==> src/rtl/esed_pkg.sv <==
// Shared constants, request codes and inter-module structs for the energy
// speech endpoint detector. No dependencies; every other file imports this.
package esed_pkg;

    localparam int unsigned FRAME_SAMPLES = 512;
    localparam int unsigned RING_DEPTH    = 4 * FRAME_SAMPLES;
    localparam int unsigned RING_AW       = $clog2(RING_DEPTH);
    localparam int unsigned FRAME_AW      = $clog2(FRAME_SAMPLES);
    localparam int unsigned QSTEP_W       = FRAME_AW + 3;

    localparam int unsigned SAMPLE_W = 16;
    localparam int unsigned QSUM_W   = 23;
    localparam int unsigned NOISE_W  = 28;
    localparam int unsigned SENS_W   = 8;
    localparam int unsigned CAL_W    = 4;
    localparam int unsigned LOW_W    = 2;
    localparam int unsigned PHASE_W  = 2;

    localparam int unsigned THRESH_DIV = 40;
    localparam int unsigned END_FACTOR = 3;
    localparam int unsigned LHS_W      = QSUM_W + 6;
    localparam int unsigned START_W    = NOISE_W + SENS_W;
    localparam int unsigned END_W      = NOISE_W + 2;

    localparam logic [CAL_W-1:0]   CAL_FRAMES   = CAL_W'(10);
    localparam logic [LOW_W-1:0]   LOW_LAST     = LOW_W'(2);
    localparam logic [SENS_W-1:0]  SENS_RESET   = SENS_W'(4);
    localparam logic [PHASE_W-1:0] PHASE_NONE   = PHASE_W'(0);
    localparam logic [PHASE_W-1:0] PHASE_ONE    = PHASE_W'(1);
    localparam logic [PHASE_W-1:0] PHASE_TWO    = PHASE_W'(2);

    localparam int unsigned OUTQ_DEPTH = 4;
    localparam int unsigned OUTQ_AW    = $clog2(OUTQ_DEPTH);

    typedef enum logic [1:0] {
        REQ_AUDIO = 2'd0,
        REQ_REARM = 2'd1,
        REQ_RECAL = 2'd2
    } t_req;

    // Ring access issued by the front for one accepted item
    typedef struct packed {
        logic                wr_en;
        logic [RING_AW-1:0]  wr_addr;
        logic [SAMPLE_W-1:0] wr_data;
        logic                rd_en;
        logic [RING_AW-1:0]  rd_addr;
        logic                rd_last;
    } t_ring_cmd;

    // One result item on its way to the output
    typedef struct packed {
        logic [SAMPLE_W-1:0] sample;
        logic                last;
    } t_emit;

endpackage

==> src/rtl/esed_outq.sv <==
// Output queue: small register FIFO that decouples the ring read stage from
// the master stream and grants input credit. Depends on esed_pkg.
module esed_outq (
    input  logic                           i_clk,
    input  logic                           i_rst_n,
    input  logic                           i_push,
    input  esed_pkg::t_emit                i_item,
    output logic                           o_credit,
    output logic                           m_axis_tvalid,
    input  logic                           m_axis_tready,
    output logic [esed_pkg::SAMPLE_W-1:0]  m_axis_tdata,
    output logic                           m_axis_tlast
);
    import esed_pkg::*;

    localparam logic [OUTQ_AW-1:0] PTR_LAST = OUTQ_AW'(OUTQ_DEPTH - 1);

    t_emit              r_mem [OUTQ_DEPTH];
    logic [OUTQ_AW-1:0] r_wr_ptr, n_wr_ptr;
    logic [OUTQ_AW-1:0] r_rd_ptr, n_rd_ptr;
    logic [OUTQ_AW:0]   r_count, n_count;
    logic               pop;

    assign m_axis_tvalid = (r_count != '0);
    assign pop           = m_axis_tvalid && m_axis_tready;
    assign m_axis_tdata  = r_mem[r_rd_ptr].sample;
    assign m_axis_tlast  = r_mem[r_rd_ptr].last;

    // Leave room for the item already in the read stage
    assign o_credit = ((r_count + (OUTQ_AW + 1)'(i_push)) < (OUTQ_AW + 1)'(OUTQ_DEPTH));

    always_comb begin
        n_wr_ptr = r_wr_ptr;
        n_rd_ptr = r_rd_ptr;
        n_count  = r_count;
        if (i_push) begin
            n_wr_ptr = (r_wr_ptr == PTR_LAST) ? '0 : r_wr_ptr + OUTQ_AW'(1);
        end
        if (pop) begin
            n_rd_ptr = (r_rd_ptr == PTR_LAST) ? '0 : r_rd_ptr + OUTQ_AW'(1);
        end
        if (i_push && !pop) begin
            n_count = r_count + (OUTQ_AW + 1)'(1);
        end else if (pop && !i_push) begin
            n_count = r_count - (OUTQ_AW + 1)'(1);
        end
    end

    always_ff @(posedge i_clk) begin
        if (i_push) begin
            r_mem[r_wr_ptr] <= i_item;
        end
    end

    always_ff @(posedge i_clk) begin
        if (!i_rst_n) begin
            r_wr_ptr <= '0;
            r_rd_ptr <= '0;
            r_count  <= '0;
        end else begin
            r_wr_ptr <= n_wr_ptr;
            r_rd_ptr <= n_rd_ptr;
            r_count  <= n_count;
        end
    end

endmodule

==> config.mk <==
export PLATFORM = sky130hd
export DESIGN_NAME = esed_outq
export DESIGN_NICKNAME = d
export VERILOG_FILES = /design/src/rtl/esed_pkg.sv /design/src/rtl/esed_outq.sv
export SDC_FILE = /design/constraint.sdc
export NUM_CORES = 1
export LEC_CHECK = 0
export BUFFER_PORTS_ARGS = -buffer_cell sky130_fd_sc_hd__buf_2
export CELL_PAD_IN_SITES_DETAIL_PLACEMENT = 0
export CELL_PAD_IN_SITES_GLOBAL_PLACEMENT = 1
export CORE_ASPECT_RATIO = 0.9
export CORE_UTILIZATION = 38
export DETAILED_ROUTE_END_ITERATION = 6
export PLACE_DENSITY = 0.74
export SLEW_MARGIN = 20
export SYNTH_ARGS = -nofsm -noshare
export SYNTH_HDL_FRONTEND = slang
export SYNTH_SLANG_ARGS = --single-unit
==> constraint.sdc <==
create_clock -name i_clk -period 2.47 [get_ports i_clk]
set_input_delay 0.1235 -clock i_clk [delete_from_list [all_inputs] [get_ports i_clk]]
set_output_delay 0.1235 -clock i_clk [all_outputs]
set_load 0.02 [all_outputs]
## After elaboration in Yosys (flattened, before gate mapping)

Memory sizes are Yosys's and may differ from the RTL's. A register that Yosys moved wholly into a read port is not among the register bits.
Cells that the tools add are included.

- Register bits: 7
- Latch bits: 0
- Memory bits (writable): 68
- Bits in read-only memories: 0
- Input port bits: 21
- Output and inout port bits: 19
- Logic and storage cells: 27
- Memories: 1

Memory list:

| memory | depth | bits a word | rd ports | clocked after memory_dff | write ports | RTL line | RTL |
|---|---|---|---|---|---|---|---|
| r_mem | 4 | 17 | 1 | 1 | 1 | esed_outq.sv:18 | `t_emit r_mem [OUTQ_DEPTH];` |

- Add/subtract/negate cells: 5
- Multiply operators: 0
- Divide/modulo/power cells: 0
- Order comparisons: 1
- Equal/unequal tests: 2
- Shift-type cells: 0
- Muxes and demuxes: 8
- Bitwise operators: 0
- Reductions and logical operators: 7

Operator list:

| cell | number |
|---|---|
| 2-bit two-way mux | 4 |
| 3-bit two-way mux | 2 |
| 2-bit by 1-bit adder with 2-bit output (second input constant) | 2 |
| 2-bit == test (second input constant) | 2 |
| 3-bit by 1-bit adder with 3-bit output | 1 |
| 3-bit by 1-bit adder with 3-bit output (second input constant) | 1 |
| 1-bit logical AND | 3 |
| 3-bit < comparator (second input constant) | 1 |
| 3-bit nonzero test | 1 |
| 3-bit by 1-bit subtractor with 3-bit output (second input constant) | 1 |
| 1-bit logical NOT | 2 |
| 1-bit two-way mux | 2 |
| 2-bit nonzero test | 1 |

## Logic depth before layout (Yosys ltp)

- Depth after elaboration: 5
- Gate-level depth with buffers: 7
- Mapped depth without buffers: 7

## Least setup slack after synthesis

No wires, ideal clock.

- Kind: register to register
- From: reg r_count[0]
- To: reg r_count[2]
- Library setup time: 0.076 ns
- Arrival: 2.004 ns
- Data required time: 2.394 ns
- Setup slack: 0.390 ns
- Cell stages (with the launch flop): 8
- Path buffers: 0
- Period minus slack after synthesis: 2.080 ns
- Cell sequence: dfxtp_1 o31ai_1 ha_1 inv_1 fa_1 xor2_1 or3_1 a21boi_0

- Longest elaborated chain between the ends: 5
- Elaborated cells on any way between the ends: 10
- Classes of those cells: 2 x add/sub; 2 x mux; 6 x reduce/logical

Ends and longest elaborated chain:

| element | RTL line | RTL |
|---|---|---|
| start, declared | esed_outq.sv:21 | `logic [OUTQ_AW:0] r_count, n_count;` |
| start signal, assigned | esed_outq.sv:63 | `r_count <= n_count;` |
| parallel branches: the longest is 5 deep, another holds 3-bit by 1-bit subtractor with 3-bit output | n/a |  |

Parallel ways; which one is timed is not known. The select of a mux whose other input is x is not followed.
A chain may end at the register's enable or synchronous reset.

## Worst setup path in the final report

Same ends and word-level chain as after synthesis.

==> flow_summary.json <==
{
  "grt.total_usage": 0.129,
  "clock-root-buffer": "clkbuf_8",
  "via_per_inst": 4.70,
  "antenna_found_initial": 0,
  "io_buffers": 39,
  "path_max_fanout": 5,
  "setup_viol": 0,
  "drt_wl_total_um": 4570,
  "finalHoldViolations": 0,
  "irDropWorstVdd_mv": 0.340,
  "endpoint_kind": "flip-flop",
  "synth_most_common_cell": "edfxtp_1",
  "path_clk_slew_ns": 0.07,
  "leakage_uw": 0.00130,
  "maxSlewHeadroom": 0.406,
  "fp.dieArea_um2": 8140,
  "hold_start": "i_rst_n",
  "insertion_delay_ns": 0.35,
  "cts_tree": "done",
  "synth_fp_nets": 164,
  "vias": 1433,
  "diodes": 0,
  "synth_area_um2": 2960,
  "syn_inst": 136,
  "fin_crit_sh": 0.828,
  "synth_async_sr_flop_share": 0,
  "cp.buffers_inverters": 1,
  "worstMarginPinSlew_ns": 0.891,
  "reg2reg_depth": 7,
  "ys.flop_type": "edfxtp_1",
  "synth_edf_count": 68,
  "slowest_delay_ns": 0.38,
  "rsz0062_at_grt": "no",
  "clkSinkCount": 77,
  "start_kind": "flip-flop",
  "arrival_ns": 2.31,
  "drt_iter0_markers": 101,
  "timing.rr.end": "r_count[2]",
  "crit_chain": "o31ai_1 > ha_1 > inv_1 > fa_1 > xor2_1 > or3_1 > a21boi_0",
  "path_delay_family": "adder cells",
  "syn_to_final_growth_pct": 23.8,
  "ys_seq_area_frac": 0.751,
  "clockBufferDepth": 2,
  "worst_slack_ns": 0.425,
  "worstHoldPathCells": 2,
  "min_to": "r_count[2]",
  "critical_path_class": "flip-flop to flip-flop",
  "powerDensity_nw_per_um2": 920,
  "cts_buffers": 9,
  "die_h_um": 85.7,
  "finalClockSkew_ns": 0.0118,
  "overflow": 0,
  "rows": 30,
  "timing.rr.start": "r_count[0]",
  "fmax_ghz": 0.489,
  "hold_class": "input pin to flip-flop",
  "synth_cell_types": 22,
  "maxCapViolCount": 0,
  "drc": 0,
  "fin_tns_setup_ns": 0,
  "synthTopCellsByArea": "edfxtp_1 (69%), mux4_2 (7.6%), mux4_1 (6.2%)",
  "place_ws_ns": 0.420,
  "synth.avg_cell_area_um2": 21.7,
  "ff2ff_setup_slack_ns": 0.42,
  "outcome": "finished, final reports clean",
  "synth_seq_cells": 77,
  "fin_nets": 232,
  "synthTopCellsByCount": "edfxtp_1 (68), mux4_2 (10), dfxtp_1 (9)",
  "synth_largest_area_cell": "edfxtp_1",
  "slew_viol_final": 0,
  "wire_per_inst_um": 15.0,
  "fin_crit_ns": 2.05,
  "required_ns": 2.74,
  "start_util": 0.392,
  "place.gp.congestion": 0.718,
  "synth_warnings": 0,
  "synth_top_area_frac": 0.690,
  "grt_max_degree": 18,
  "grt_pass1_vias": 1493,
  "fp.coreArea_um2": 7540,
  "grt_pass1_wl_um": 7390,
  "die_w_um": 95,
  "holdWs_ns": 0.108,
  "route.antenna.remaining_nets": 0,
  "ctsHtreeMaxLevel": 3,
  "drtPass1Iterations": 4,
  "drive_gt1_frac": 0.330,
  "dp_hpwl_um": 2790,
  "critPathSlowestCell": "fa_1",
  "io_pins": 40
}
final cells by class:
| cell class | instances | area, um2 |
|---|---|---|
| Fill cell | 624 | 3880 |
| Sequential cell | 77 | 2220 |
| Multi-Input combinational cell | 52 | 683 |
| Timing Repair Buffer | 61 | 403 |
| Clock buffer | 10 | 128 |
| Tap cell | 96 | 120 |
| Clock inverter | 6 | 93.8 |
| Inverter | 3 | 11.3 |
placed cells by master, fill, tap and decap left out, types with 3 or more instances in the layout:
cell type and count:
mux4_1 7, ha_1 6, mux2i_1 3, clkbuf_8 9, mux4_2 10, dlygate4sd3_1 17
buf_2 39, o21ai_0 3, buf_4 5, inv_1 3, and2_1 5, nand3_1 3
nor2b_1 3, dfxtp_1 9, edfxtp_1 68
worst register-to-register path: stages, from the launching register on:
cell and delay [ns]:
dfxtp_1 0.37, o31ai_1 0.32, ha_1 0.25, inv_1 0.06, fa_1 0.38, xor2_1 0.16, or3_1 0.30, a21boi_0 0.16
metal layers:
layer / share of wire / vias up / track usage
met5: 0 / - / 0
met4: 0.019 / 0 / 0.0455
met3: 0.054 / 9 / 0.0603
met2: 0.50 / 36 / 0.203
met1: 0.43 / 700 / 0.156
li1: - / 688 / -
registers in the layout, summed over array words and instances (netlist names), named ones only:
register	flops
r_count	3
r_mem	68
r_rd_ptr	2
r_wr_ptr	2
power breakdown:
part | internal [uW] | total (uW) | leakage (uW) | switching, uW
Sequential | 1510 | 1550 | 0.000699 | 43.7
Combinational | 364 | 784 | 0.000497 | 420
Clock | 578 | 1030 | 0.000107 | 455
metrics by stage:
step | util | cell area [um2] | std cells | power (uW)
after floorplan | - | 2960 | 136 | 2170
after global placement | 0.433 | 3270 | 272 | 2350
after detailed placement | 0.433 | 3270 | 272 | 2360
after CTS | 0.485 | 3660 | 305 | 3410
after global routing | 0.485 | 3660 | 305 | 3540
final | 0.485 | 3660 | 305 | 3370
kinds of logic after synthesis:
logic type | synth area share
and+or+nand+nor | 0.0313
muxes | 0.148
adders and majority gates | 0.0321
AOI/OAI and AO/OA | 0.0102
DFF | 0.751
buffers and inverters | 0.0178
xor gates and xnor gates | 0.00888
how the worst max path moves through the flow:
stage / start / end / slack [ns] / depth (start not counted)
2_1_floorplan: r_count[0] / r_count[2] / 0.39 / 7
6_report: r_count[0] / r_count[2] / 0.42 / 7
3_5_place_dp: r_count[0] / r_count[2] / 0.42 / 7
5_1_grt: r_count[0] / r_count[2] / 0.27 / 7
3_3_place_gp: r_count[0] / r_count[2] / 0.50 / 7
4_1_cts: r_count[0] / r_count[2] / 0.41 / 7
what timing repair did:
item,in CTS,in global routing
setup buffers,0,0
resized for setup,0,0
hold buffers,17,0
endpoints found under the hold margin,68,0
Power figures use the tool's default switching activity.
