`config.mk`:
```
export PLATFORM = sky130hd
export DESIGN_NAME = esed_front
export DESIGN_NICKNAME = d
export VERILOG_FILES = /design/src/rtl/esed_pkg.sv /design/src/rtl/esed_front.sv
export SDC_FILE = /design/constraint.sdc
export NUM_CORES = 1
export LEC_CHECK = 0
export BUFFER_PORTS_ARGS = -buffer_cell sky130_fd_sc_hd__buf_4
export CAP_MARGIN = 20
export CELL_PAD_IN_SITES_DETAIL_PLACEMENT = 1
export CELL_PAD_IN_SITES_GLOBAL_PLACEMENT = 1
export CORE_MARGIN = 10
export CORE_UTILIZATION = 45
export CTS_BUF_LIST = sky130_fd_sc_hd__clkbuf_4 sky130_fd_sc_hd__clkbuf_8 sky130_fd_sc_hd__clkbuf_16
export DETAILED_ROUTE_END_ITERATION = 8
export MAX_ROUTING_LAYER = met4
export PLACE_DENSITY = 0.74
export SLEW_MARGIN = 20
export SYNTH_ARGS = -nofsm -noshare
export SYNTH_HDL_FRONTEND = slang
export SYNTH_SLANG_ARGS = --single-unit
export TNS_END_PERCENT = 30
```
`constraint.sdc`:
```
create_clock -name i_clk -period 12.4 [get_ports i_clk]
set_input_delay 1.24 -clock i_clk [delete_from_list [all_inputs] [get_ports i_clk]]
set_output_delay 1.24 -clock i_clk [all_outputs]
set_load 0.01 [all_outputs]
```
`src/rtl/esed_pkg.sv`:
```
// Shared constants, request codes and inter-module structs for the energy
// speech endpoint detector. No dependencies; every other file imports this.
package esed_pkg;

    localparam int unsigned FRAME_SAMPLES = 512;
    localparam int unsigned RING_DEPTH    = 4 * FRAME_SAMPLES;
    localparam int unsigned RING_AW       = $clog2(RING_DEPTH);
    localparam int unsigned FRAME_AW      = $clog2(FRAME_SAMPLES);
    localparam int unsigned QSTEP_W       = FRAME_AW + 3;

    localparam int unsigned SAMPLE_W = 16;
    localparam int unsigned QSUM_W   = 23;
    localparam int unsigned NOISE_W  = 28;
    localparam int unsigned SENS_W   = 8;
    localparam int unsigned CAL_W    = 4;
    localparam int unsigned LOW_W    = 2;
    localparam int unsigned PHASE_W  = 2;

    localparam int unsigned THRESH_DIV = 40;
    localparam int unsigned END_FACTOR = 3;
    localparam int unsigned LHS_W      = QSUM_W + 6;
    localparam int unsigned START_W    = NOISE_W + SENS_W;
    localparam int unsigned END_W      = NOISE_W + 2;

    localparam logic [CAL_W-1:0]   CAL_FRAMES   = CAL_W'(10);
    localparam logic [LOW_W-1:0]   LOW_LAST     = LOW_W'(2);
    localparam logic [SENS_W-1:0]  SENS_RESET   = SENS_W'(4);
    localparam logic [PHASE_W-1:0] PHASE_NONE   = PHASE_W'(0);
    localparam logic [PHASE_W-1:0] PHASE_ONE    = PHASE_W'(1);
    localparam logic [PHASE_W-1:0] PHASE_TWO    = PHASE_W'(2);

    localparam int unsigned OUTQ_DEPTH = 4;
    localparam int unsigned OUTQ_AW    = $clog2(OUTQ_DEPTH);

    typedef enum logic [1:0] {
        REQ_AUDIO = 2'd0,
        REQ_REARM = 2'd1,
        REQ_RECAL = 2'd2
    } t_req;

    // Ring access issued by the front for one accepted item
    typedef struct packed {
        logic                wr_en;
        logic [RING_AW-1:0]  wr_addr;
        logic [SAMPLE_W-1:0] wr_data;
        logic                rd_en;
        logic [RING_AW-1:0]  rd_addr;
        logic                rd_last;
    } t_ring_cmd;

    // One result item on its way to the output
    typedef struct packed {
        logic [SAMPLE_W-1:0] sample;
        logic                last;
    } t_emit;

endpackage

```
`src/rtl/esed_front.sv`:
```
// Front end: accepts items, tracks frame/quarter position, energy sums,
// calibration and the speech start/end decisions. Issues ring accesses.
// Depends on esed_pkg.
module esed_front (
    input  logic                           i_clk,
    input  logic                           i_rst_n,
    input  logic                           i_cfg_we,
    input  logic [esed_pkg::SENS_W-1:0]    i_cfg_wdata,
    input  logic                           i_accept,
    input  logic [1:0]                     i_req,
    input  logic [esed_pkg::SAMPLE_W-1:0]  i_sample,
    output esed_pkg::t_ring_cmd            o_cmd
);
    import esed_pkg::*;

    localparam logic [FRAME_AW-1:0] FRAME_LAST = FRAME_AW'(FRAME_SAMPLES - 1);
    localparam logic [RING_AW-1:0]  RING_LAST  = RING_AW'(RING_DEPTH - 1);

    logic [RING_AW-1:0]  r_ring_pos, n_ring_pos;
    logic [FRAME_AW-1:0] r_frame_pos, n_frame_pos;
    logic [FRAME_AW-1:0] r_qrem, n_qrem;
    logic [QSUM_W-1:0]   r_qsum, n_qsum;
    logic                r_above, n_above;
    logic                r_below, n_below;
    logic [NOISE_W-1:0]  r_noise, n_noise;
    logic [CAL_W-1:0]    r_cal_cnt, n_cal_cnt;
    logic                r_started, n_started;
    logic                r_ended, n_ended;
    logic [LOW_W-1:0]    r_low_cnt, n_low_cnt;
    logic [PHASE_W-1:0]  r_phase, n_phase;
    logic [SENS_W-1:0]   r_sens;

    logic [START_W-1:0]  start_rhs;
    logic [END_W-1:0]    end_rhs;
    logic                frame_end;
    logic                cal_done;
    logic [SAMPLE_W-1:0] mag;
    logic [QSUM_W:0]     qsum_add;
    logic [QSUM_W-1:0]   qsum_sat;
    logic [NOISE_W:0]    noise_add;
    logic [NOISE_W-1:0]  noise_sat;
    logic [LHS_W-1:0]    lhs;
    logic                lhs_above;
    logic                lhs_below;
    logic [QSTEP_W-1:0]  qstep;
    logic                qbound;
    logic                above_q;
    logic                below_q;
    logic                started_q;
    logic                adv;
    logic [RING_AW:0]    rd_sum;
    t_ring_cmd           cmd;

    assign frame_end = (r_frame_pos == FRAME_LAST);
    assign cal_done  = (r_cal_cnt >= CAL_FRAMES);

    assign mag       = i_sample[SAMPLE_W-1] ? (~i_sample + SAMPLE_W'(1)) : i_sample;
    assign qsum_add  = {1'b0, r_qsum} + (QSUM_W + 1)'(mag);
    assign qsum_sat  = qsum_add[QSUM_W] ? {QSUM_W{1'b1}} : qsum_add[QSUM_W-1:0];
    assign noise_add = {1'b0, r_noise} + (NOISE_W + 1)'(mag);
    assign noise_sat = noise_add[NOISE_W] ? {NOISE_W{1'b1}} : noise_add[NOISE_W-1:0];

    // Cross-multiplied thresholds, compared exactly against the current registers
    assign start_rhs = START_W'(r_noise) * START_W'(r_sens);
    assign end_rhs   = END_W'(r_noise) * END_W'(END_FACTOR);
    assign lhs       = LHS_W'(qsum_sat) * LHS_W'(THRESH_DIV);
    assign lhs_above = (START_W'(lhs) > start_rhs);
    assign lhs_below = (END_W'(lhs) < end_rhs);

    // Quarter boundary: floor(4*pos/N) steps when the remainder of 4*pos wraps
    assign qstep  = QSTEP_W'(r_qrem) + QSTEP_W'(4);
    assign qbound = frame_end || (qstep >= QSTEP_W'(FRAME_SAMPLES));

    // Play out the slot three frames behind the write pointer
    assign rd_sum = (RING_AW + 1)'(r_ring_pos) + (RING_AW + 1)'(FRAME_SAMPLES);

    always_comb begin
        n_ring_pos  = r_ring_pos;
        n_frame_pos = r_frame_pos;
        n_qrem      = r_qrem;
        n_qsum      = r_qsum;
        n_above     = r_above;
        n_below     = r_below;
        n_noise     = r_noise;
        n_cal_cnt   = r_cal_cnt;
        n_started   = r_started;
        n_ended     = r_ended;
        n_low_cnt   = r_low_cnt;
        n_phase     = r_phase;
        above_q     = r_above;
        below_q     = r_below;
        started_q   = r_started;
        adv         = 1'b0;

        cmd.wr_en   = 1'b0;
        cmd.wr_addr = r_ring_pos;
        cmd.wr_data = i_sample;
        cmd.rd_en   = 1'b0;
        cmd.rd_addr = (rd_sum >= (RING_AW + 1)'(RING_DEPTH))
                      ? RING_AW'(rd_sum - (RING_AW + 1)'(RING_DEPTH))
                      : rd_sum[RING_AW-1:0];
        cmd.rd_last = 1'b0;

        if (i_accept) begin
            unique case (i_req)
                REQ_REARM: begin
                    n_started = 1'b0;
                    n_ended   = 1'b0;
                    n_low_cnt = '0;
                    n_phase   = PHASE_NONE;
                end
                REQ_RECAL: begin
                    n_started = 1'b0;
                    n_ended   = 1'b0;
                    n_low_cnt = '0;
                    n_phase   = PHASE_NONE;
                    n_noise   = '0;
                    n_cal_cnt = '0;
                end
                REQ_AUDIO: begin
                    if (r_ended) begin
                        // Drain the pending frames, ignore the sample
                        if (r_phase != PHASE_NONE) begin
                            cmd.rd_en   = 1'b1;
                            cmd.rd_last = (r_phase == PHASE_ONE) && frame_end;
                            adv         = 1'b1;
                            if (frame_end) begin
                                n_phase = r_phase - PHASE_W'(1);
                            end
                        end
                    end else begin
                        cmd.rd_en = (r_phase != PHASE_NONE);
                        cmd.wr_en = 1'b1;
                        adv       = 1'b1;
                        if (!cal_done) begin
                            n_noise = noise_sat;
                        end
                        if (qbound) begin
                            if (cal_done) begin
                                above_q = r_above && lhs_above;
                                below_q = r_below && lhs_below;
                            end
                            n_qsum = '0;
                        end else begin
                            n_qsum = qsum_sat;
                        end
                        n_above = above_q;
                        n_below = below_q;
                        if (frame_end) begin
                            if (!cal_done) begin
                                n_cal_cnt = r_cal_cnt + CAL_W'(1);
                            end else begin
                                started_q = r_started || above_q;
                                n_started = started_q;
                                if (started_q) begin
                                    n_phase = PHASE_ONE;
                                    if (below_q) begin
                                        if (r_low_cnt == LOW_LAST) begin
                                            n_ended   = 1'b1;
                                            n_low_cnt = '0;
                                            n_phase   = PHASE_TWO;
                                        end else begin
                                            n_low_cnt = r_low_cnt + LOW_W'(1);
                                        end
                                    end
                                end else begin
                                    n_phase = PHASE_NONE;
                                end
                            end
                            n_above = 1'b1;
                            n_below = 1'b1;
                        end
                    end
                end
                default: begin
                end
            endcase
        end

        if (adv) begin
            n_ring_pos  = (r_ring_pos == RING_LAST) ? '0 : r_ring_pos + RING_AW'(1);
            n_frame_pos = frame_end ? '0 : r_frame_pos + FRAME_AW'(1);
            n_qrem      = (qstep >= QSTEP_W'(FRAME_SAMPLES))
                          ? FRAME_AW'(qstep - QSTEP_W'(FRAME_SAMPLES))
                          : FRAME_AW'(qstep);
        end
    end

    assign o_cmd = cmd;

    always_ff @(posedge i_clk) begin
        if (!i_rst_n) begin
            r_ring_pos  <= '0;
            r_frame_pos <= '0;
            r_qrem      <= '0;
            r_qsum      <= '0;
            r_above     <= 1'b1;
            r_below     <= 1'b1;
            r_noise     <= '0;
            r_cal_cnt   <= '0;
            r_started   <= 1'b0;
            r_ended     <= 1'b0;
            r_low_cnt   <= '0;
            r_phase     <= PHASE_NONE;
            r_sens      <= SENS_RESET;
        end else begin
            r_ring_pos  <= n_ring_pos;
            r_frame_pos <= n_frame_pos;
            r_qrem      <= n_qrem;
            r_qsum      <= n_qsum;
            r_above     <= n_above;
            r_below     <= n_below;
            r_noise     <= n_noise;
            r_cal_cnt   <= n_cal_cnt;
            r_started   <= n_started;
            r_ended     <= n_ended;
            r_low_cnt   <= n_low_cnt;
            r_phase     <= n_phase;
            if (i_cfg_we) begin
                r_sens <= i_cfg_wdata;
            end
        end
    end

endmodule

```
# Word-level counts from Yosys, hierarchy flattened

Cells that the tools add are included.

Flip-flop bits (word level): 100
Bits of input ports: 30
Output and inout bits: 41
Word-level logic and storage cells: 136

Add/sub/neg operators: 12
Multiply operators: 3
$lt $le $gt $ge: 5
Equality and inequality tests: 16
Mux-type cells: 68
Bitwise logic cells: 2
Reductions and logical operators: 17

Operators by type and width:

| cell                                                                 | count |
|---|---|
| 28-bit 2-to-1 mux                                                    | 3 |
| 28-bit case mux with 2 select lines                                  | 1 |
| 23-bit 2-to-1 mux                                                    | 2 |
| 29-bit by 36-bit > comparator with 1-bit output                      | 1 |
| 28-bit by 8-bit multiplier with 36-bit output                        | 1 |
| 1-bit 2-to-1 mux                                                     | 35 |
| 29-bit by 30-bit < comparator with 1-bit output                      | 1 |
| 28-bit by 2-bit multiplier with 30-bit output, second input constant | 1 |
| 28-bit by 16-bit adder with 29-bit output                            | 1 |
| 2-bit 2-to-1 mux                                                     | 14 |
| 23-bit by 3-bit multiplier with 26-bit output, second input constant | 1 |
| 23-bit by 16-bit adder with 24-bit output                            | 1 |
| 11-bit 2-to-1 mux                                                    | 2 |
| 9-bit 2-to-1 mux                                                     | 2 |
| 16-bit by 1-bit adder with 16-bit output, second input constant      | 1 |
| 16-bit 2-to-1 mux                                                    | 1 |
| 16-bit inverter                                                      | 1 |
| 11-bit by 10-bit adder with 12-bit output, second input constant     | 1 |
| 12-bit greater-or-equal comparator, second input constant            | 1 |
| 4-bit 2-to-1 mux                                                     | 3 |
| 2-bit != test, second input constant                                 | 6 |
| 3-bit != test, second input constant                                 | 4 |
| 11-bit by 1-bit adder with 11-bit output, second input constant      | 1 |
| 11-bit == test, second input constant                                | 1 |
| other kinds (27)                                                     | 37 |

# Depth between registers and ports, before layout

Gate-level depths: netlist (run 1).

Word-level depth: 19
Depth in mapped cells: 43
Gate-level depth less buffers: 41

# Least setup slack after synthesis (run 1)

Ideal clock, no wire load.

Path type: input port to flip-flop
From: in i_sample[2] in the netlist's numbering
To: reg r_low_cnt[0]
Setup time: 0.072 ns
Data arrival time: 8.934 ns
Required time: 12.328 ns
Path slack: 3.394 ns
Stages on the path: 40
Buffers on the path: 2
Cells stage by stage: nor3_1 -> nand2_1 -> o21ai_0 -> xnor2_1 -> ha_1 -> o21a_1 -> o21a_1 -> nand3_1 -> o31ai_1 -> o21ai_1 -> o21ba_2 -> or3_1 -> buf_2 -> buf_2 -> nand2_1 -> ha_1 -> ha_1 -> a21o_1 -> [... 4 more ...] -> o2111a_1 -> nor2_1 -> a221o_1 -> o21a_1 -> a311oi_1 -> xnor2_1 -> ha_1 -> and4_1 -> and4_1 -> a221oi_1 -> o211ai_1 -> a221oi_1 -> o31a_1 -> nand4_1 -> o21ai_1 -> a21o_1 -> a32o_1 -> mux2i_1

Longest elaborated chain between the ends: 16
Elaborated cells on any way between the ends: 24
Those cells by class: add/sub: 2; mul: 1; order compare: 2; eq/ne: 2; mux: 12; bitwise: 1; reduce/logical: 4

Ends and longest elaborated chain:

| item                                            | line              | RTL |
|---|---|---|
| start, declared                                 | esed_front.sv:11  | `input logic [esed_pkg::SAMPLE_W-1:0] i_sample,` |
| 16-bit inverter                                 | esed_front.sv:57  | `assign mag = i_sample[SAMPLE_W-1] ? (~i_sample + SAMPLE_W'(1)) : i_sample;` |
| 16-bit by 1-bit adder with 16-bit output        | esed_front.sv:57  |  |
| 16-bit 2-to-1 mux *                             | esed_front.sv:57  |  |
| 23-bit by 16-bit adder with 24-bit output *     | esed_front.sv:58  | `assign qsum_add = {1'b0, r_qsum} + (QSUM_W + 1)'(mag);` |
| 23-bit 2-to-1 mux *                             | esed_front.sv:59  | `assign qsum_sat = qsum_add[QSUM_W] ? {QSUM_W{1'b1}} : qsum_add[QSUM_W-1:0];` |
| 23-bit by 3-bit multiplier with 26-bit output * | esed_front.sv:66  | `assign lhs = LHS_W'(qsum_sat) * LHS_W'(THRESH_DIV);` |
| 29-bit by 36-bit > comparator with 1-bit output | esed_front.sv:67  | `assign lhs_above = (START_W'(lhs) > start_rhs);` |
| 1-bit logical AND                               | esed_front.sv:140 | `above_q = r_above && lhs_above;` |
| 1-bit 2-to-1 mux                                | esed_front.sv:139 | `if (cal_done) begin` |
| 1-bit 2-to-1 mux                                | esed_front.sv:138 | `if (qbound) begin` |
| 1-bit 2-to-1 mux                                | esed_front.sv:121 | `if (r_ended) begin` |
| 1-bit 2-to-1 mux                                | esed_front.sv:105 | `unique case (i_req)` |
| 1-bit 2-to-1 mux                                | esed_front.sv:104 | `if (i_accept) begin` |
| 1-bit logical OR                                | esed_front.sv:153 | `started_q = r_started \|\| above_q;` |
| 2-bit != test (no line)                         | --                |  |
| 7-bit AND reduction (no line) *                 | --                |  |
| end signal, assigned                            | esed_front.sv:217 | `r_low_cnt <= n_low_cnt;` |
| end, declared                                   | esed_front.sv:29  | `logic [LOW_W-1:0] r_low_cnt, n_low_cnt;` |

Mark *: on every way between the ends. The rest lies on a longest branch, timed or not. The select of a mux whose other input is x is not followed.
A chain may end at the register's enable or synchronous reset.

# Worst setup path in the final report (run 1)

From: in i_sample[2] in the netlist's numbering
To: reg r_low_cnt[1]

The elaborated chain is that of the path after synthesis.

==> results of run 1 <==
==> where the power goes <==
part           internal (mW)  total [mW]  switching [mW]
clock network          0.144       0.302           0.158
registers              0.322       0.341          0.0190
logic                  0.297       0.692           0.396
total                  0.763        1.34           0.573
==> synth_stat cells, drive strengths merged (12+ instances only) <==
library cell,instances
a21boi,35
xor2,52
inv,194
nand4,21
dfxtp,98
a211oi,12
nand3,51
clkbuf,84
ha,220
buf,32
nor2,84
nor3,25
o211ai,14
o21a,14
mux2i,13
or2,13
fa,160
a21oi,128
xnor2,78
nor2b,37
a21o,51
nand2b,16
or3,12
a31oi,13
and2,112
o21bai,24
nand2,288
o21ai,92
==> final cells by class <==
type / count / area (um2)
clock inverter: 7 / 81.3
multi-input combinational: 1685 / 13700
inverter: 194 / 728
sequential: 98 / 1960
fill: 4506 / 18900
timing repair buffer: 80 / 601
clock buffer: 9 / 225
tap: 468 / 586
==> worst min-delay path, stage by stage, from the launching register on <==
cell and delay [ps]:
dfxtp_1 320, nand2_1 50, a21boi_1 50
==> stage by stage <==
| stage | worst slack (ps) | hold WS (ps) | std cells | power [mW] | utilization |
|---|---|---|---|---|---|
| 3_5_place_dp | 1790 | 451 | 2525 | 1.04 | 0.477 |
| 6_report | 2090 | 461 | 2541 | 1.34 | 0.485 |
| 5_1_grt | 1090 | 495 | 2541 | 1.46 | 0.485 |
| 3_3_place_gp | 2110 | 446 | 2525 | 1.01 | 0.477 |
| 4_1_cts | 2130 | 465 | 2541 | 1.35 | 0.485 |
| 2_1_floorplan | 3390 | 434 | 2093 | 0.846 | - |
==> worst paths after layout <==
check / end / slack [ps] / cells past startpoint
min reg2reg: r_qsum[11] / 460 / 2
min: r_qsum[11] / 460 / 2
max: r_low_cnt[1] / 2090 / 39
max reg2reg: r_low_cnt[1] / 3460 / 35
==> state kept, by name (all words and copies together), names as in the netlist, 2 cells and up <==
signal / cells
r_phase: 2
r_sens: 8
r_cal_cnt: 4
r_qrem: 7
r_noise: 28
r_low_cnt: 2
r_frame_pos: 9
r_qsum: 23
r_ring_pos: 11
==> layout by cell type (no fill, tap or decap), types with 14 or more instances in the layout <==
cell      netlist  routed
a21boi_0       23      23
a21o_1         51      51
a21oi_1       126     126
and2_1        112     112
buf_4          25      80
dfxtp_1        98      97
fa_1          160     160
ha_1          220     220
inv_1         194     194
nand2_1       288     288
nand2b_1       16      16
nand3_1        51      51
nand4_1        21      21
nor2_1         84      83
nor2b_1        37      37
nor3_1         25      25
o211ai_1       14      14
o21a_1         14      14
o21ai_0        78      78
o21bai_1       24      24
xnor2_1        78      78
xor2_1         52      52
==> cells by family after synthesis <==
group,count (synthesis),share of synthesized area
buffers and inverters,310,0.0747
flip-flops,98,0.116
AO/OA/AOI/OAI,460,0.178
AND/OR/NAND/NOR,700,0.202
multiplexers,15,0.00904
XOR/XNOR,130,0.0674
adder cells (fa/ha/maj),380,0.353
==> layer usage <==
| metal | routed length [um] | track usage |
|---|---|---|
| met1 | 21900 | 0.275 |
| met2 | 24200 | 0.392 |
| met3 | 1020 | 0.0220 |
| met4 | 797 | 0.0469 |
| met5 | 0 | - |
==> results.json, run 1 <==
{
  "async_reset_ff_frac": 0,
  "max-cap-violations": 0,
  "design_area_um2": 17900,
  "finalSetupViolCount": 0,
  "detail-route-antenna-nets": 0,
  "max_freq_ghz": 0.0970,
  "cts_htree_levels": 3,
  "synth_nets": 2503,
  "path_class": "in -> reg",
  "ios": 71,
  "remaining_drc_errors": 0,
  "clkSinkCount": 98,
  "hold_violations": 0,
  "rows": 70,
  "timing.slew.headroom": 0.257,
  "irDropWorstVdd_uv": 101,
  "diodes": 0,
  "root_buffer": "clkbuf_16",
  "cts_resized": 0,
  "cpMostUsedCell": "ha_1",
  "synth.cell_area_um2": 16900,
  "overflow": 0,
  "critical_path_arrival_ps": 10610,
  "wl_mm": 48.0,
  "place_area_um2": 17500,
  "synth_top_area_frac": 0.190,
  "critPathSlowestCell": "or3_1",
  "vias": 14500,
  "coreArea_um2": 36800,
  "synth_edf_count": 0,
  "synth-seq-area-share": 0.116,
  "holdBufCountCts": 0,
  "drive_gt1_frac": 0.0627,
  "synth_seq_cells": 98,
  "r2r-start": "r_qsum[1]",
  "insertion_delay_ps": 380,
  "dieWidth_um": 214,
  "numCtsBuffers": 9,
  "grt_max_degree": 81,
  "hp-class": "reg -> reg",
  "grtUsageTotal": 0.224,
  "fin_tns_setup_ps": 0,
  "fin_skew_ps": 8.18,
  "worstSetupEndpointType": "register",
  "area_growth_syn_to_layout_pct": 5.70,
  "period_share": 0.831,
  "yosys_warnings": 0,
  "grt_pass1_vias": 15600,
  "wl_per_cell_um": 18.9,
  "clk_path_buf_depth": 2,
  "drtIter0Drc": 584,
  "netlist.top_cell.by_area": "fa_1",
  "cts_tree": "done",
  "status": "complete, no violations",
  "cts_setup_buffers": 0,
  "netlist_top_cells_area": "fa_1 (19%), ha_1 (16%), dfxtp_1 (12%)",
  "firstDrtPassIters": 4,
  "report.final.slew_viol_count": 0,
  "grt_first_pass_wirelength_mm": 80.9,
  "worst-path-buf-inv": 1,
  "hpwl_mm": 38.9,
  "max_stage_delay_ps": 660,
  "cts.clk_slew.worst_paths_ps": 80,
  "worstPathRequired_ps": 12700,
  "worstMarginPinSlew_ps": 1110,
  "startpoint": "i_sample[2]",
  "hold_start": "r_qsum[11]",
  "initial_core_util": 0.459,
  "portBuffers": 70,
  "avgSynthCellArea_um2": 8.07,
  "place.gp.congestion": 0.937,
  "period_needed_ps": 10310,
  "worst-path-max-fanout": 19,
  "die-area_um2": 45700,
  "cp-start-kind": "primary input",
  "final_nets": 2478,
  "synth.distinct_cells": 76,
  "die_y_um": 214,
  "cellLeakagePower_nw": 8.76,
  "critPathTopFamily": "compound AO/OA/AOI/OAI gates",
  "ys.flop_type": "dfxtp_1",
  "via_per_inst": 5.69,
  "synthCells": 2093,
  "rsz0062_at_grt": "no",
  "powerDensity_nw_per_um2": 74.8,
  "antenna_found_initial": 0
}
Power figures use the tool's default switching activity.
==> inputs of run 2 (changes only) <==
Clock period 12.4 ns to 9.5 ns, I/O delays scaled along.
==> results.json, run 2 (synthesis gave the netlist of run 1 again) <==
{
  "status": "complete, no violations",
  "critical_path_arrival_ps": 9210,
  "dieWidth_um": 214,
  "die_y_um": 214,
  "period_share": 0.937,
  "largest_register_ffs": 28,
  "portBuffers": 70,
  "reg2reg_slack_ps": 1330,
  "numCtsBuffers": 9,
  "holdWs_ps": 463,
  "holdBufCountCts": 0,
  "grt_pass1_vias": 15600,
  "p_sw_frac": 0.433,
  "path_class": "in -> reg",
  "grt_max_degree": 81,
  "hold_depth": 2,
  "die-area_um2": 45700,
  "max-cap-violations": 0,
  "grtUsageTotal": 0.225,
  "comb_power_share": 0.530,
  "period_needed_ps": 8900,
  "max_stage_delay_ps": 430,
  "seqPwrFrac": 0.252,
  "min_delay_worst_endpoint": "r_below",
  "via_per_inst": 5.68,
  "drtIter0Drc": 709,
  "worst-path-max-fanout": 14,
  "cts_htree_levels": 3,
  "clk_path_buf_depth": 2,
  "rows": 70,
  "worstSetupEndpointType": "register",
  "r2r-start": "r_noise[1]",
  "final_nets": 2495,
  "timing.slew.headroom": 0.376,
  "powerDensity_nw_per_um2": 98.7,
  "layout_common_cells": "nand2_1 (288), ha_1 (220), inv_1 (194), fa_1 (160), a21oi_1 (124)",
  "max_freq_ghz": 0.112,
  "worstMarginPinSlew_ps": 936,
  "clkSinkCount": 98,
  "largestRegisters": "r_noise: 28 flops, r_qsum: 23 flops, r_ring_pos: 11 flops",
  "r2r_end": "r_low_cnt[1]",
  "wl_per_cell_um": 18.9,
  "cellLeakagePower_nw": 8.85,
  "critPathSlowestCell": "or3_4",
  "hpwl_mm": 38.9,
  "root_buffer": "clkbuf_16",
  "switchingPower_uw": 771,
  "drive_gt1_frac": 0.0785,
  "hold_start": "r_below",
  "clkPwrFrac": 0.218,
  "firstDrtPassIters": 5,
  "cp-start-kind": "primary input",
  "antenna_found_initial": 1,
  "finalSetupViolCount": 0,
  "fin_tns_setup_ps": 0,
  "worstRegToRegCells": 28,
  "overflow": 0,
  "hp-class": "reg -> reg",
  "cpMostUsedCell": "ha_1",
  "remaining_drc_errors": 0,
  "wl_mm": 48.2,
  "place.gp.congestion": 0.896,
  "ios": 71,
  "initial_core_util": 0.459,
  "largest-register": "r_noise",
  "worstPathRequired_ps": 9810,
  "nFillCells": 4496,
  "intPower_mw": 1.01,
  "cts.clk_slew.worst_paths_ps": 70,
  "fin_skew_ps": 10.8,
  "grt_first_pass_wirelength_mm": 81.2,
  "insertion_delay_ps": 380,
  "cts_tree": "done",
  "coreArea_um2": 36800,
  "layout_commonest_cell": "nand2_1",
  "hold_violations": 0,
  "vias": 14500,
  "detail-route-antenna-nets": 0,
  "report.final.slew_viol_count": 0,
  "area_growth_syn_to_layout_pct": 6.94,
  "irDropWorstVdd_uv": 88.6
}
## run 2: changes by cell type in the layout (fill, tap and decap cells not counted), sizes merged
cell / delta
clkbuf: +1
buf: +17
clkinv: -2
inv: +1
diode: +1
## run 2: metal layers
layer / wire, um / track usage
met2: 24400 / 0.392
met5: 0 / -
met1: 21800 / 0.275
met3: 1190 / 0.0241
met4: 815 / 0.0474
## run 2: final cells by class
class | count | area (um2) | area share
sequential | 98 | 1970 | 0.109
multi-input combinational | 1685 | 13800 | 0.762
tap | 468 | 586 | 0.0324
antenna | 1 | 2.50 | 0.000139
timing repair buffer | 97 | 728 | 0.0403
clock buffer | 10 | 239 | 0.0132
inverter | 194 | 728 | 0.0403
clock inverter | 6 | 55.1 | 0.00305
## run 2: metrics by stage
step	utilization	setup slack, ps	power, mW	cell area, um2	instances
2_1_floorplan	-	784	1.10	16900	2093
3_3_place_gp	0.479	-19.7	1.35	17600	2537
3_5_place_dp	0.479	-287	1.39	17600	2537
4_1_cts	0.487	37.9	1.79	17900	2553
5_1_grt	0.491	-28.6	1.93	18100	2559
6_report	0.491	601	1.78	18100	2559
## run 2: worst max-delay path by stage
stage / startpoint / endpoint
2_1_floorplan: i_sample[2] / r_low_cnt[0]
3_3_place_gp: i_sample[2] / r_low_cnt[0]
3_5_place_dp: i_sample[5] / r_low_cnt[1]
4_1_cts: i_sample[5] / r_low_cnt[1]
5_1_grt: i_sample[5] / r_low_cnt[0]
6_report: i_sample[5] / r_low_cnt[1]
## run 2: power groups by stage
| stage | registers, mW | clock network, mW | logic [mW] |
|---|---|---|---|
| 3_3_place_gp | 0.458 | 0 | 0.890 |
| 3_5_place_dp | 0.459 | 0 | 0.931 |
| 6_report | 0.449 | 0.389 | 0.944 |
| 4_1_cts | 0.449 | 0.399 | 0.941 |
| 5_1_grt | 0.452 | 0.414 | 1.07 |
| 2_1_floorplan | 0.436 | 0 | 0.669 |
## run 2: timing repair
| action | CTS | global route |
|---|---|---|
| buffers inserted | 0 | 5 |
| endpoints found under the hold margin | 0 | 0 |
| gates resized for setup | 0 | 18 |
| endpoints found under the setup margin | 0 | 7 |
## run 2: critical path, delay by kind of cell
| family | cells | cell delay, ps |
|---|---|---|
| AOI/OAI and AO/OA | 18 | 3990 |
| xor gates and xnor gates | 2 | 390 |
| adders and majority gates | 4 | 1280 |
| buffers and inverters | 3 | 530 |
| muxes | 1 | 190 |
| and+or+nand+nor | 10 | 1870 |
==> inputs of run 3 (changes only) <==
Settings changed: PLACE_DENSITY 0.74 to 0.83.
==> results.json, run 3 (synthesis gave the netlist of run 1 again) <==
{
  "status": "complete, no violations",
  "die_y_um": 214,
  "worstSetupEndpointType": "register",
  "worst-path-max-fanout": 6,
  "grt_max_degree": 81,
  "grt_pass1_vias": 16000,
  "diodes": 0,
  "setup_slack_ps": 448,
  "grtUsageTotal": 0.230,
  "layout_commonest_cell": "nand2_1",
  "holdBufCountCts": 0,
  "cp-start-kind": "primary input",
  "root_buffer": "clkbuf_16",
  "remaining_drc_errors": 0,
  "finalPower_mw": 1.77,
  "clkSinkCount": 98,
  "initial_core_util": 0.459,
  "critical_path_arrival_ps": 9360,
  "wl_per_cell_um": 19.4,
  "holdWs_ps": 468,
  "numCtsBuffers": 9,
  "area_growth_syn_to_layout_pct": 6.69,
  "place_ws_ps": -378,
  "coreArea_um2": 36800,
  "use_met2": 0.406,
  "via_per_inst": 5.78,
  "startpoint": "i_sample[2]",
  "place.gp.congestion": 0.942,
  "firstDrtPassIters": 5,
  "final_core_util": 0.490,
  "critPathSlowestCell": "or3_4",
  "powerDensity_nw_per_um2": 98.4,
  "worstRegToRegCells": 29,
  "antenna_found_initial": 0,
  "finalSetupViolCount": 0,
  "cellLeakagePower_nw": 8.84,
  "layout_common_cells": "nand2_1 (288), ha_1 (220), inv_1 (194), fa_1 (160), a21oi_1 (125)",
  "timing.slew.headroom": 0.331,
  "wl_mm": 49.8,
  "global_route.usage.met1": 0.276,
  "hpwl_mm": 39.8,
  "hold_start": "r_qsum[3]",
  "vias": 14800,
  "period_share": 0.953,
  "worstPathRequired_ps": 9810,
  "cpMostUsedCell": "ha_1",
  "max_stage_delay_ps": 420,
  "grt_first_pass_wirelength_mm": 82.7,
  "largest-register": "r_noise",
  "largest_register_ffs": 28,
  "cts_tree": "done",
  "drive_gt1_frac": 0.0746,
  "portBuffers": 70,
  "path_class": "in -> reg",
  "hp-class": "reg -> reg",
  "r2r-start": "r_sens[7]",
  "ios": 71,
  "design_area_um2": 18000,
  "cts.clk_slew.worst_paths_ps": 80,
  "met3_usage": 0.0257,
  "irDropWorstVdd_uv": 114,
  "max-cap-violations": 0,
  "max_freq_ghz": 0.110,
  "final_nets": 2497,
  "period_needed_ps": 9050,
  "worstMarginPinSlew_ps": 1000,
  "place_area_um2": 17700,
  "fin_skew_ps": 14.1,
  "report.final.slew_viol_count": 0,
  "insertion_delay_ps": 390,
  "hold_violations": 0,
  "busiest_layer": "met2",
  "dieWidth_um": 214,
  "drtIter0Drc": 871,
  "largestRegisters": "r_noise: 28 flops, r_qsum: 23 flops, r_ring_pos: 11 flops",
  "die-area_um2": 45700,
  "rows": 70,
  "clk_path_buf_depth": 2,
  "cts_htree_levels": 3,
  "overflow": 0,
  "detail-route-antenna-nets": 0,
  "hold_depth": 2
}
run 3: cell types whose count changed in the layout (fill, tap and decap cells not counted), moves of 2 or more:
cell,delta
buf_4,+2
clkinv_2,+2
clkinv_4,-2
o31ai_2,-2
run 3: final timing paths:
path	end	slack, ps
max	r_low_cnt[1]	450
min	r_qsum[3]	470
max reg2reg	r_low_cnt[1]	1160
min reg2reg	r_qsum[3]	470
run 3: routing by layer:
metal / vias up / routed length, um
met2: 200 / 25500
li1: 7034 / -
met1: 7495 / 21800
met5: - / 0
met3: 58 / 1580
met4: 0 / 923
run 3: worst max-delay path: cells and delay by family:
kind	cells	cell delay (ps)
xor gates and xnor gates	2	400
and+or+nand+nor	10	1840
AOI/OAI and AO/OA	21	4150
muxes	1	200
buffers and inverters	2	280
adders and majority gates	5	1500
run 3: power breakdown:
part | total, mW | switching (mW) | internal [mW]
Sequential | 0.449 | 0.0284 | 0.420
Clock | 0.387 | 0.205 | 0.182
Combinational | 0.938 | 0.540 | 0.397
Total | 1.77 | 0.774 | 0.999
run 3: area by class of cell:
type	instances	area [um2]
Fill cell	4521	18800
Multi-Input combinational cell	1685	13700
Sequential cell	98	1970
Timing Repair Buffer	99	743
Inverter	194	728
Tap cell	468	586
Clock buffer	9	225
Clock inverter	6	50.0
run 3: what timing repair did:
item                                    in CTS  in global routing
pin swaps                                    0                  2
gates resized for setup                      1                 10
endpoints found under the setup margin       2                  7
setup buffers                                0                  2
run 3: metrics by stage:
stage                     cells  setup TNS, ps
after floorplan            2093              0
after global placement     2542              0
after detailed placement   2542          -1110
after CTS                  2557              0
after global routing       2559          -22.8
final                      2559              0
